## config.mk

```make
export PLATFORM = sky130hd
export DESIGN_NAME = pose_dead_reckoning_top_flat
export DESIGN_NICKNAME = d
export VERILOG_FILES = /design/src/sv/pdr_pkg.sv /design/src/sv/pdr_if.sv /design/src/sv/pdr_axis.sv /design/src/sv/pose_dead_reckoning_top.sv /design/src/flat_wrapper.sv
export SDC_FILE = /design/constraint.sdc
export NUM_CORES = 2
export LEC_CHECK = 0
export ABC_AREA = 1
export BUFFER_PORTS_ARGS = -buffer_cell sky130_fd_sc_hd__buf_2
export CORE_MARGIN = 5
export CORE_UTILIZATION = 30
export CTS_CLUSTER_SIZE = 16
export DETAILED_ROUTE_END_ITERATION = 10
export GPL_TIMING_DRIVEN = 0
export SYNTH_ARGS = -nofsm -noshare
export SYNTH_HDL_FRONTEND = slang
export SYNTH_SLANG_ARGS = --single-unit
```

## constraint.sdc

```tcl
create_clock -name clock -period 23.2 [get_ports clock]
set_input_delay 4.64 -clock clock [delete_from_list [all_inputs] [get_ports clock]]
set_output_delay 4.64 -clock clock [all_outputs]
set_load 0.02 [all_outputs]
```

## src/sv/pdr_pkg.sv

```systemverilog
`default_nettype none
// ----------------------------------------------------------------------------
// pdr_pkg: shared types, constants and functions for pose dead reckoning
// Field widths, request codes, quarter-wave sine table, whole-cm conversion.
// ----------------------------------------------------------------------------
package pdr_pkg;

   // position and trig precision
   localparam int POS_WIDTH = 24;
   localparam int TRIG_BITS = 16;

   // fixed field widths
   localparam int FUNC_W  = 2;
   localparam int DIST_W  = 16;
   localparam int DELTA_W = 10;
   localparam int HEAD_W  = 9;
   localparam int TURN_W  = 9;
   localparam int CM_W    = 16;

   // request codes
   localparam logic [FUNC_W-1:0] FUNC_MOVE = 2'd0;
   localparam logic [FUNC_W-1:0] FUNC_SET  = 2'd1;
   localparam logic [FUNC_W-1:0] FUNC_TURN = 2'd2;

   // step arithmetic widths
   localparam int PROD_W  = TRIG_BITS + DIST_W;
   localparam int FRAC_K  = TRIG_BITS - 1;
   localparam int RSTEP_W = PROD_W + 1 - FRAC_K;
   localparam int STEP_W  = RSTEP_W + 1;
   localparam int SUM_W   = ((POS_WIDTH > STEP_W) ? POS_WIDTH : STEP_W) + 1;
   localparam longint POS_MAX = (longint'(1) << (POS_WIDTH - 1)) - 1;
   localparam longint POS_MIN = -POS_MAX - 1;

   // table scaling to TRIG_BITS
   localparam int ROM_SHL = (TRIG_BITS >= 16) ? TRIG_BITS - 16 : 0;
   localparam int ROM_SHR = (TRIG_BITS < 16) ? 16 - TRIG_BITS : 0;
   localparam int ROM_RND = (ROM_SHR > 0) ? (1 << (ROM_SHR - 1)) : 0;

   typedef struct packed {
      logic                 neg;
      logic [TRIG_BITS-1:0] mag;
   } trig_type;

   // sin(d) in Q1.15 for d = 0..90 degrees
   localparam logic [15:0] SINE_ROM [0:90] = '{
          16'd0,   16'd572,  16'd1144,  16'd1715,  16'd2286,  16'd2856,  16'd3425,
       16'd3993,  16'd4560,  16'd5126,  16'd5690,  16'd6252,  16'd6813,  16'd7371,
       16'd7927,  16'd8481,  16'd9032,  16'd9580, 16'd10126, 16'd10668, 16'd11207,
      16'd11743, 16'd12275, 16'd12803, 16'd13328, 16'd13848, 16'd14365, 16'd14876,
      16'd15384, 16'd15886, 16'd16384, 16'd16877, 16'd17364, 16'd17847, 16'd18324,
      16'd18795, 16'd19261, 16'd19720, 16'd20174, 16'd20622, 16'd21063, 16'd21498,
      16'd21926, 16'd22348, 16'd22763, 16'd23170, 16'd23571, 16'd23965, 16'd24351,
      16'd24730, 16'd25102, 16'd25466, 16'd25822, 16'd26170, 16'd26510, 16'd26842,
      16'd27166, 16'd27482, 16'd27789, 16'd28088, 16'd28378, 16'd28660, 16'd28932,
      16'd29197, 16'd29452, 16'd29698, 16'd29935, 16'd30163, 16'd30382, 16'd30592,
      16'd30792, 16'd30983, 16'd31164, 16'd31336, 16'd31499, 16'd31651, 16'd31795,
      16'd31928, 16'd32052, 16'd32166, 16'd32270, 16'd32365, 16'd32449, 16'd32524,
      16'd32588, 16'd32643, 16'd32688, 16'd32723, 16'd32748, 16'd32763, 16'd32768
   };

   // signed sine of a heading in 0..359, fold into the first quadrant
   function automatic trig_type sine_of(input logic [HEAD_W-1:0] h);
      logic [HEAD_W-1:0] idx;
      logic [31:0]       t;
      trig_type          r;
      if (h <= 9'd90) begin
         idx = h;
      end else if (h <= 9'd180) begin
         idx = 9'd180 - h;
      end else if (h <= 9'd270) begin
         idx = h - 9'd180;
      end else begin
         idx = 9'd360 - h;
      end
      t = 32'(SINE_ROM[idx[6:0]]);
      if (ROM_SHR == 0) begin
         t = t << ROM_SHL;
      end else begin
         t = (t + 32'(ROM_RND)) >> ROM_SHR;
      end
      r.neg = (h > 9'd180);
      r.mag = t[TRIG_BITS-1:0];
      return r;
   endfunction

   // (p + 0.5 cm) truncated toward zero, saturated to whole-cm range
   function automatic logic signed [CM_W-1:0] to_cm(input logic signed [POS_WIDTH-1:0] p);
      logic signed [POS_WIDTH:0] v;
      logic        [POS_WIDTH:0] mag;
      logic        [POS_WIDTH:0] q;
      logic signed [POS_WIDTH:0] c;
      logic signed [CM_W-1:0]    r;
      v   = $signed({p[POS_WIDTH-1], p}) + $signed((POS_WIDTH+1)'(128));
      mag = v[POS_WIDTH] ? (POS_WIDTH+1)'(-v) : (POS_WIDTH+1)'(v);
      q   = mag >> 8;
      c   = v[POS_WIDTH] ? -$signed(q) : $signed(q);
      if (c > $signed((POS_WIDTH+1)'(32767))) begin
         r = 16'sh7fff;
      end else if (c < -$signed((POS_WIDTH+1)'(32768))) begin
         r = 16'sh8000;
      end else begin
         r = c[CM_W-1:0];
      end
      return r;
   endfunction

endpackage
`default_nettype wire

```

## src/sv/pdr_if.sv

```systemverilog
`default_nettype none
// ----------------------------------------------------------------------------
// pdr_req_if / pdr_rsp_if: request and response channels
// Valid/ready handshake carrying the pose request and pose report payloads.
// ----------------------------------------------------------------------------
interface pdr_req_if;
   logic                                 valid;
   logic                                 ready;
   logic        [pdr_pkg::FUNC_W-1:0]    func;
   logic        [pdr_pkg::DIST_W-1:0]    distance;
   logic signed [pdr_pkg::DELTA_W-1:0]   angle_delta;
   logic signed [pdr_pkg::POS_WIDTH-1:0] new_x;
   logic signed [pdr_pkg::POS_WIDTH-1:0] new_y;
   logic        [pdr_pkg::HEAD_W-1:0]    new_heading;
   logic        [pdr_pkg::HEAD_W-1:0]    target_heading;

   modport source (output valid, func, distance, angle_delta, new_x, new_y,
                   new_heading, target_heading, input ready);
   modport sink (input valid, func, distance, angle_delta, new_x, new_y,
                 new_heading, target_heading, output ready);
endinterface

interface pdr_rsp_if;
   logic                                 valid;
   logic                                 ready;
   logic signed [pdr_pkg::POS_WIDTH-1:0] x_now;
   logic signed [pdr_pkg::POS_WIDTH-1:0] y_now;
   logic        [pdr_pkg::HEAD_W-1:0]    heading_now;
   logic signed [pdr_pkg::CM_W-1:0]      x_cm;
   logic signed [pdr_pkg::CM_W-1:0]      y_cm;
   logic signed [pdr_pkg::TURN_W-1:0]    turn;

   modport source (output valid, x_now, y_now, heading_now, x_cm, y_cm, turn,
                   input ready);
   modport sink (input valid, x_now, y_now, heading_now, x_cm, y_cm, turn,
                 output ready);
endinterface
`default_nettype wire

```

## src/sv/pdr_axis.sv

```systemverilog
`default_nettype none
// ----------------------------------------------------------------------------
// pdr_axis: one position axis update
// Adds distance times a signed trig value, rounded half away from zero to
// 8 fraction bits, to the position and saturates to the position range.
// ----------------------------------------------------------------------------
module pdr_axis (
   input  wire logic signed [pdr_pkg::POS_WIDTH-1:0] pos,
   input  wire logic        [pdr_pkg::DIST_W-1:0]    distance,
   input  wire pdr_pkg::trig_type                    trig,
   output logic signed      [pdr_pkg::POS_WIDTH-1:0] pos_moved
);
   localparam int PROD_W  = pdr_pkg::PROD_W;
   localparam int FRAC_K  = pdr_pkg::FRAC_K;
   localparam int RSTEP_W = pdr_pkg::RSTEP_W;
   localparam int STEP_W  = pdr_pkg::STEP_W;
   localparam int SUM_W   = pdr_pkg::SUM_W;
   localparam int POS_W   = pdr_pkg::POS_WIDTH;

   localparam logic [PROD_W:0]         STEP_HALF = (PROD_W+1)'(1) << (FRAC_K - 1);
   localparam logic signed [SUM_W-1:0] SAT_HI    = SUM_W'(pdr_pkg::POS_MAX);
   localparam logic signed [SUM_W-1:0] SAT_LO    = SUM_W'(pdr_pkg::POS_MIN);

   logic        [PROD_W-1:0]  prod;
   logic        [PROD_W:0]    rnd_sum;
   logic        [RSTEP_W-1:0] rounded;
   logic signed [STEP_W-1:0]  step;
   logic signed [SUM_W-1:0]   sum;

   always_comb begin
      prod    = PROD_W'(trig.mag) * PROD_W'(distance);
      rnd_sum = {1'b0, prod} + STEP_HALF;
      rounded = rnd_sum[PROD_W:FRAC_K];
      step    = trig.neg ? -$signed({1'b0, rounded}) : $signed({1'b0, rounded});
      sum     = SUM_W'(pos) + SUM_W'(step);
      if (sum > SAT_HI) begin
         pos_moved = SAT_HI[POS_W-1:0];
      end else if (sum < SAT_LO) begin
         pos_moved = SAT_LO[POS_W-1:0];
      end else begin
         pos_moved = sum[POS_W-1:0];
      end
   end
endmodule
`default_nettype wire

```

## src/sv/pose_dead_reckoning_top.sv

```systemverilog
`default_nettype none
// ----------------------------------------------------------------------------
// pose_dead_reckoning_top: robot pose keeper by dead reckoning
// Move and set requests update x, y and heading; every request reports the
// pose, whole-cm position and shortest turn.
// ----------------------------------------------------------------------------
//   channel    dir   handshake      payload
//   req_chan   in    valid/ready    func, distance, angle_delta, new_x/y/heading,
//                                   target_heading
//   rsp_chan   out   valid/ready    x_now, y_now, heading_now, x_cm, y_cm, turn
//
// One request per cycle when not stalled. The heading wrap, sine table lookup,
// 16x16 multiply and saturating add run in the cycle a request is accepted;
// pose state and the response register load at that edge, so the response
// follows in the next cycle. Whole-cm values are rounded from the response
// register, which stalls the request side only while it holds an untaken
// response. Synchronous reset zeroes the pose and empties the response register.
// ----------------------------------------------------------------------------
module pose_dead_reckoning_top (
   input wire logic  clock,
   input wire logic  reset,
   pdr_req_if.sink   req_chan,
   pdr_rsp_if.source rsp_chan
);
   localparam int POS_W  = pdr_pkg::POS_WIDTH;
   localparam int HEAD_W = pdr_pkg::HEAD_W;
   localparam int HS_W   = HEAD_W + 2;

   localparam logic [HEAD_W-1:0]       HEAD_360 = 9'd360;
   localparam logic [HEAD_W:0]         COS_90   = 10'd90;
   localparam logic [HEAD_W:0]         COS_360  = 10'd360;
   localparam logic signed [HS_W-1:0]  HS_360   = 11'sd360;
   localparam logic signed [HS_W-1:0]  HS_720   = 11'sd720;
   localparam logic signed [HS_W-1:0]  HS_180   = 11'sd180;

   // pose state
   logic signed [POS_W-1:0]  pos_x_ff, pos_x_in;
   logic signed [POS_W-1:0]  pos_y_ff, pos_y_in;
   logic        [HEAD_W-1:0] heading_ff, heading_in;

   // response register
   logic                              rsp_valid_ff;
   logic signed [POS_W-1:0]           x_now_ff, y_now_ff;
   logic        [HEAD_W-1:0]          heading_now_ff;
   logic signed [pdr_pkg::TURN_W-1:0] turn_ff, turn_in;

   logic                    accept;
   logic signed [HS_W-1:0]  h_sum;
   logic signed [HS_W-1:0]  h_fix;
   logic        [HEAD_W-1:0] h_move;
   logic        [HEAD_W:0]   hc_sum;
   logic        [HEAD_W:0]   hc_fix;
   logic        [HEAD_W-1:0] h_cos;
   logic        [HEAD_W-1:0] h_set;
   logic        [HEAD_W-1:0] h_target;
   logic signed [HS_W-1:0]  diff;
   logic signed [HS_W-1:0]  diff_fix;
   pdr_pkg::trig_type       trig_cos, trig_sin;
   logic signed [POS_W-1:0] x_moved, y_moved;

   assign req_chan.ready = !rsp_valid_ff || rsp_chan.ready;
   assign accept         = req_chan.valid && req_chan.ready;

   // heading after a move, wrapped into 0..359
   always_comb begin
      h_sum = $signed({2'b00, heading_ff}) + HS_W'(req_chan.angle_delta);
      if (h_sum < -HS_360) begin
         h_fix = h_sum + HS_720;
      end else if (h_sum < 0) begin
         h_fix = h_sum + HS_360;
      end else if (h_sum >= HS_720) begin
         h_fix = h_sum - HS_720;
      end else if (h_sum >= HS_360) begin
         h_fix = h_sum - HS_360;
      end else begin
         h_fix = h_sum;
      end
      h_move = h_fix[HEAD_W-1:0];

      // cos(h) = sin(h + 90)
      hc_sum = {1'b0, h_move} + COS_90;
      hc_fix = (hc_sum >= COS_360) ? hc_sum - COS_360 : hc_sum;
      h_cos  = hc_fix[HEAD_W-1:0];

      trig_cos = pdr_pkg::sine_of(h_cos);
      trig_sin = pdr_pkg::sine_of(h_move);

      h_set    = (req_chan.new_heading >= HEAD_360) ?
                 req_chan.new_heading - HEAD_360 : req_chan.new_heading;
      h_target = (req_chan.target_heading >= HEAD_360) ?
                 req_chan.target_heading - HEAD_360 : req_chan.target_heading;

      // shortest turn, keep an exact half turn as is
      diff = $signed({2'b00, h_target}) - $signed({2'b00, heading_ff});
      if (diff < -HS_180) begin
         diff_fix = diff + HS_360;
      end else if (diff > HS_180) begin
         diff_fix = diff - HS_360;
      end else begin
         diff_fix = diff;
      end
   end

   pdr_axis u_axis_x (
      .pos       (pos_x_ff),
      .distance  (req_chan.distance),
      .trig      (trig_cos),
      .pos_moved (x_moved)
   );

   pdr_axis u_axis_y (
      .pos       (pos_y_ff),
      .distance  (req_chan.distance),
      .trig      (trig_sin),
      .pos_moved (y_moved)
   );

   always_comb begin
      pos_x_in   = pos_x_ff;
      pos_y_in   = pos_y_ff;
      heading_in = heading_ff;
      turn_in    = '0;
      case (req_chan.func)
         pdr_pkg::FUNC_MOVE: begin
            pos_x_in   = x_moved;
            pos_y_in   = y_moved;
            heading_in = h_move;
         end
         pdr_pkg::FUNC_SET: begin
            pos_x_in   = req_chan.new_x;
            pos_y_in   = req_chan.new_y;
            heading_in = h_set;
         end
         pdr_pkg::FUNC_TURN: begin
            turn_in = diff_fix[pdr_pkg::TURN_W-1:0];
         end
         default: begin
            // unused code: report the pose unchanged
            turn_in = '0;
         end
      endcase
   end

   always_ff @(posedge clock) begin
      if (reset) begin
         pos_x_ff     <= '0;
         pos_y_ff     <= '0;
         heading_ff   <= '0;
         rsp_valid_ff <= 1'b0;
      end else if (accept) begin
         pos_x_ff     <= pos_x_in;
         pos_y_ff     <= pos_y_in;
         heading_ff   <= heading_in;
         rsp_valid_ff <= 1'b1;
      end else if (rsp_chan.ready) begin
         rsp_valid_ff <= 1'b0;
      end
   end

   always_ff @(posedge clock) begin
      if (accept) begin
         x_now_ff       <= pos_x_in;
         y_now_ff       <= pos_y_in;
         heading_now_ff <= heading_in;
         turn_ff        <= turn_in;
      end
   end

   assign rsp_chan.valid       = rsp_valid_ff;
   assign rsp_chan.x_now       = x_now_ff;
   assign rsp_chan.y_now       = y_now_ff;
   assign rsp_chan.heading_now = heading_now_ff;
   assign rsp_chan.x_cm        = pdr_pkg::to_cm(x_now_ff);
   assign rsp_chan.y_cm        = pdr_pkg::to_cm(y_now_ff);
   assign rsp_chan.turn        = turn_ff;

   // heading never leaves 0..359
   a_heading_range: assert property (@(posedge clock) disable iff (reset)
      heading_ff < HEAD_360)
      else $error("heading out of range");

   // every accepted request produces a response next cycle
   a_accept_rsp: assert property (@(posedge clock) disable iff (reset)
      accept |=> rsp_chan.valid)
      else $error("accepted request without response");

   // turn is zero unless the request was a turn query
   a_turn_zero: assert property (@(posedge clock) disable iff (reset)
      accept && req_chan.func != pdr_pkg::FUNC_TURN |=> rsp_chan.turn == '0)
      else $error("nonzero turn on non-query request");

   // set pose loads x and y verbatim
   a_set_load: assert property (@(posedge clock) disable iff (reset)
      accept && req_chan.func == pdr_pkg::FUNC_SET |=>
         pos_x_ff == $past(req_chan.new_x) && pos_y_ff == $past(req_chan.new_y))
      else $error("set pose not loaded");

   // reported turn stays within a half turn
   a_turn_range: assert property (@(posedge clock) disable iff (reset)
      rsp_chan.valid |-> rsp_chan.turn >= -9'sd180 && rsp_chan.turn <= 9'sd180)
      else $error("turn out of range");
endmodule
`default_nettype wire

```

## src/flat_wrapper.sv

```systemverilog
// flat-port wrapper written by rule: the top's interface ports become plain ports
module pose_dead_reckoning_top_flat 
  (clock, reset, req_chan_valid, req_chan_func, req_chan_distance, req_chan_angle_delta, req_chan_new_x, req_chan_new_y, req_chan_new_heading, req_chan_target_heading, req_chan_ready, rsp_chan_valid, rsp_chan_x_now, rsp_chan_y_now, rsp_chan_heading_now, rsp_chan_x_cm, rsp_chan_y_cm, rsp_chan_turn, rsp_chan_ready);
  pdr_req_if req_chan_i ();
  pdr_rsp_if rsp_chan_i ();
  input wire logic clock;
  input wire logic reset;
  input wire logic [$bits(req_chan_i.valid)-1:0] req_chan_valid;
  input wire logic [$bits(req_chan_i.func)-1:0] req_chan_func;
  input wire logic [$bits(req_chan_i.distance)-1:0] req_chan_distance;
  input wire logic [$bits(req_chan_i.angle_delta)-1:0] req_chan_angle_delta;
  input wire logic [$bits(req_chan_i.new_x)-1:0] req_chan_new_x;
  input wire logic [$bits(req_chan_i.new_y)-1:0] req_chan_new_y;
  input wire logic [$bits(req_chan_i.new_heading)-1:0] req_chan_new_heading;
  input wire logic [$bits(req_chan_i.target_heading)-1:0] req_chan_target_heading;
  output wire logic [$bits(req_chan_i.ready)-1:0] req_chan_ready;
  output wire logic [$bits(rsp_chan_i.valid)-1:0] rsp_chan_valid;
  output wire logic [$bits(rsp_chan_i.x_now)-1:0] rsp_chan_x_now;
  output wire logic [$bits(rsp_chan_i.y_now)-1:0] rsp_chan_y_now;
  output wire logic [$bits(rsp_chan_i.heading_now)-1:0] rsp_chan_heading_now;
  output wire logic [$bits(rsp_chan_i.x_cm)-1:0] rsp_chan_x_cm;
  output wire logic [$bits(rsp_chan_i.y_cm)-1:0] rsp_chan_y_cm;
  output wire logic [$bits(rsp_chan_i.turn)-1:0] rsp_chan_turn;
  input wire logic [$bits(rsp_chan_i.ready)-1:0] rsp_chan_ready;
  assign req_chan_i.valid = req_chan_valid;
  assign req_chan_i.func = req_chan_func;
  assign req_chan_i.distance = req_chan_distance;
  assign req_chan_i.angle_delta = req_chan_angle_delta;
  assign req_chan_i.new_x = req_chan_new_x;
  assign req_chan_i.new_y = req_chan_new_y;
  assign req_chan_i.new_heading = req_chan_new_heading;
  assign req_chan_i.target_heading = req_chan_target_heading;
  assign req_chan_ready = req_chan_i.ready;
  assign rsp_chan_valid = rsp_chan_i.valid;
  assign rsp_chan_x_now = rsp_chan_i.x_now;
  assign rsp_chan_y_now = rsp_chan_i.y_now;
  assign rsp_chan_heading_now = rsp_chan_i.heading_now;
  assign rsp_chan_x_cm = rsp_chan_i.x_cm;
  assign rsp_chan_y_cm = rsp_chan_i.y_cm;
  assign rsp_chan_turn = rsp_chan_i.turn;
  assign rsp_chan_i.ready = rsp_chan_ready;
  pose_dead_reckoning_top u_core (.clock(clock), .reset(reset), .req_chan(req_chan_i), .rsp_chan(rsp_chan_i));
endmodule
```

==> out/summary.txt <==
======================================================================================
Kind of critical path                                                     primary input to flip-flop
Buffer type at the clock tree root                                           clkbuf_16
Crit Path Max Fanout                                                                11
#FFs+latches synth                                                                 124
Placeable Area                                                            112000 sq um
Slew Limit Fails                                                                     0
Clock buffer count from CTS                                                         17
Critical path's most frequent cell                                             nand2_1
Worst Hold Class                                                          flip-flop to flip-flop
Die width                                                                       347 um
Number of hold violations in the final report                                        0
Antenna violations before repair                                                     5
Max Clk Rate                                                                0.0461 GHz
Number of I/O port buffers                                                         188
First-pass GRT wire length                                                   185000 um
Slew @ Worst Pin                                                               1370 ps
Number of H-tree levels                                                              4
Vias/cell                                                                         5.04
Count of flip-flops with a built-in enable after synthesis                          66
Num ports                                                                          198
Number of rows in the core area                                                    123
Hold EP                                                                   u_core.rsp_chan.valid
Summed instance area of the synthesized netlist                            34000 sq um
Fill cell count                                                                  12100
Worst hold path startpoint                                                u_core.rsp_chan.valid
Placed Instance Area                                                       36800 sq um
CP arrival                                                                    22080 ps
Max-cap violations                                                                   0
Library cell contributing the largest single delay on the critical path           fa_1
Post-route ant nets                                                                  0
Synthesis warning total                                                              0
Post-route DRC violation count                                                       0
Reg2reg end                                                               u_core.pos_x_ff[12]
Post-synth net total                                                              5737
Type of origin of the critical path                                       primary input
Detailed placer's ending HPWL                                                 99500 um
Number of cells traversed by the worst register-to-register path                    89
Data required time at the worst endpoint                                      23580 ps
Vias after detailed routing                                                      33400
Register area share after synthesis                                              9.24%
Gate count of the mapped netlist                                                  4899
Initial standard-cell utilization of the core                                    30.2%
Fraction of registers with async set or reset after synthesis                       0%
Delay contributed by the slowest stage of the critical path                     580 ps
Number of DRC markers in iteration 0                                              2750
Cell depth of the worst min-delay path                                               2
Max-Slew Margin vs Limit                                                         8.77%
Source-to-sink clock delay at the later pin of the worst-skew pair              450 ps
Core occupancy in the finished layout                                            33.4%
Period utilisation layout                                                        93.5%
Period minus WS final                                                         21700 ps
Largest net degree at the start of global routing                                   67
Number of global-route vias before repair                                        33000
GRT Overall Usage                                                                18.9%
Setup_tns                                                                         0 ps
Critical path endpoint category                                              flip-flop
Setup slack of the most critical reg-to-reg path                               5320 ps
RSZ-0062 raised after global routing                                             false
Routed WL per cell                                                             17.8 um
Setup skew after layout                                                        21.5 ps
Library cells used by synthesis                                                     71
Fraction of final layout cells with drive strength greater than 1                7.65%
Clk sink count                                                                     124
Length of the first detailed-routing pass in iterations                              5
Area growth from synthesis to layout                                             10.5%
Total length of routed wires                                                 118000 um
Die boundary height                                                             347 um
Final count of negative-setup-slack endpoints                                        0
Critical register-to-register path startpoint                             u_core.heading_ff[0]
Global placer's final weighted congestion                                        0.961
CTS clk-pin slew, worst paths                                                    60 ps
Post-route standard cell area excluding fillers                            37600 sq um
Run status                                                                   completed
Total congestion overflow after global routing                                       0
CTS tree                                                                         built
Max clock buf depth                                                                  2
Total die area                                                            120000 sq um
Avg Cell Area, Syn                                                          6.94 sq um
Dominant register cell in the synthesized netlist                             edfxtp_1
NumNets Final                                                                     5950
======================================================================================
-- registers in the layout, indices dropped and copies added (netlist names) --
signal / count
u_core.rsp_chan.x_now: 24
u_core.rsp_chan.turn: 9
u_core.rsp_chan.heading_now: 9
u_core.pos_x_ff: 24
u_core.pos_y_ff: 24
u_core.rsp_chan.valid: 1
u_core.rsp_chan.y_now: 24
u_core.heading_ff: 9
-- worst max-delay path by stage --
stage | startpoint | endpoint | slack (ps) | cells past startpoint
finish | req_chan_angle_delta[0] | u_core.pos_x_ff[12] | 1500 | 90
global route | req_chan_angle_delta[0] | u_core.pos_x_ff[4] | 80 | 102
CTS | req_chan_angle_delta[0] | u_core.pos_x_ff[12] | 470 | 97
detailed placement | req_chan_angle_delta[0] | u_core.pos_x_ff[12] | 90 | 97
global placement | req_chan_angle_delta[0] | u_core.pos_x_ff[5] | 70 | 101
floorplan | req_chan_angle_delta[0] | u_core.pos_x_ff[10] | 4470 | 98
-- Yosys cell counts (9+ instances only) --
cell	count	area share, %
xor2_1	132	3.4
nor2_1	495	5.5
inv_2	27	0.30
clkbuf_1	118	1.3
a21oi_1	247	3.6
buf_1	14	0.15
o2111ai_1	42	1.1
nand3b_1	20	0.44
o221ai_1	20	0.52
fa_1	394	23
o21ai_1	20	0.29
dfxtp_1	58	3.4
o21ai_0	221	3.3
a31oi_1	31	0.57
inv_1	915	10
buf_2	9	0.13
edfxtp_1	66	5.8
ha_1	346	13
nand2_1	1088	12
nor3_1	43	0.63
nand4_1	36	0.66
nand2_2	42	0.77
or2_2	10	0.18
nand3_1	257	3.8
nand3_2	9	0.26
o21a_1	10	0.22
o31ai_1	10	0.22
clkinv_1	14	0.15
o211ai_1	42	0.93
xnor2_1	38	0.98
-- layout make-up --
type | instances | area, sq um | area share (%)
timing repair buffer | 194 | 986 | 2.62
sequential | 124 | 3140 | 8.37
inverter | 958 | 3610 | 9.61
multi-input combinational | 3667 | 26700 | 71.1
clock inverter | 13 | 168 | 0.446
buffer | 150 | 628 | 1.67
clock buffer | 19 | 443 | 1.18
antenna | 4 | 10.0 | 0.0266
tap | 1500 | 1880 | 5.00
-- what timing repair did --
| action | CTS | global route |
|---|---|---|
| hold buffers | 0 | 0 |
| resized for setup | 0 | 24 |
| buffers inserted | 0 | 6 |
| setup endpoints to repair | 0 | 79 |
-- through the flow --
stage / hold slack, ps / setup slack [ps] / cells
after floorplan: 471 / 4470 / 4899
after global placement: 534 / 73.7 / 6587
after detailed placement: 531 / 86.2 / 6587
after CTS: 542 / 471 / 6619
after global routing: 570 / 81.1 / 6625
final: 532 / 1500 / 6629
-- cell families after synthesis --
| kind of cell | after synthesis | synth area share (%) |
|---|---|---|
| compound gates | 710 | 12.4 |
| xor+xnor | 174 | 4.60 |
| fa+ha+maj | 740 | 35.9 |
| buf+inv | 1108 | 12.4 |
| flops | 124 | 9.24 |
| mux | 2 | 0.0589 |
| simple gates | 2041 | 25.3 |
-- critical path: cells and delay by family --
family / cells / cell delay, ps
xor+xnor: 4 / 1150
buf+inv: 15 / 2220
compound gates: 20 / 3350
simple gates: 39 / 5340
fa+ha+maj: 12 / 5330
-- cell usage in the layout (no fill, tap or decap), types with 10 or more instances in the layout --
cell type	count
nand3_1	255
o21ai_1	21
clkbuf_16	17
nand4_1	36
clkinv_1	12
inv_1	912
o211ai_1	42
nand3b_1	20
o2111ai_1	42
nand2_2	45
a31oi_1	31
xor2_1	131
o31ai_1	10
o221ai_1	20
clkbuf_1	115
buf_4	11
nor3_1	43
inv_2	29
buf_1	14
ha_1	346
o21a_1	10
a21oi_1	246
edfxtp_1	66
nand2_1	1085
fa_1	394
or2_2	10
nand3_2	11
nor2_1	494
dfxtp_1	58
xnor2_1	37
buf_2	197
o21ai_0	220
-- layer usage --
layer | global-route usage, % | share of wire, % | up-vias | wire (um)
met1 | 25.6 | 44 | 16000 | 52100
li1 | - | - | 16000 | -
met5 | 0 | 0.046 | - | 54
met3 | 2.85 | 7.0 | 202 | 8240
met4 | 4.92 | 2.6 | 8 | 3120
met2 | 31.8 | 46 | 1221 | 54400
Power is not shown: default switching activity piles up to over one toggle a cycle in this logic, so the estimate is an artifact.
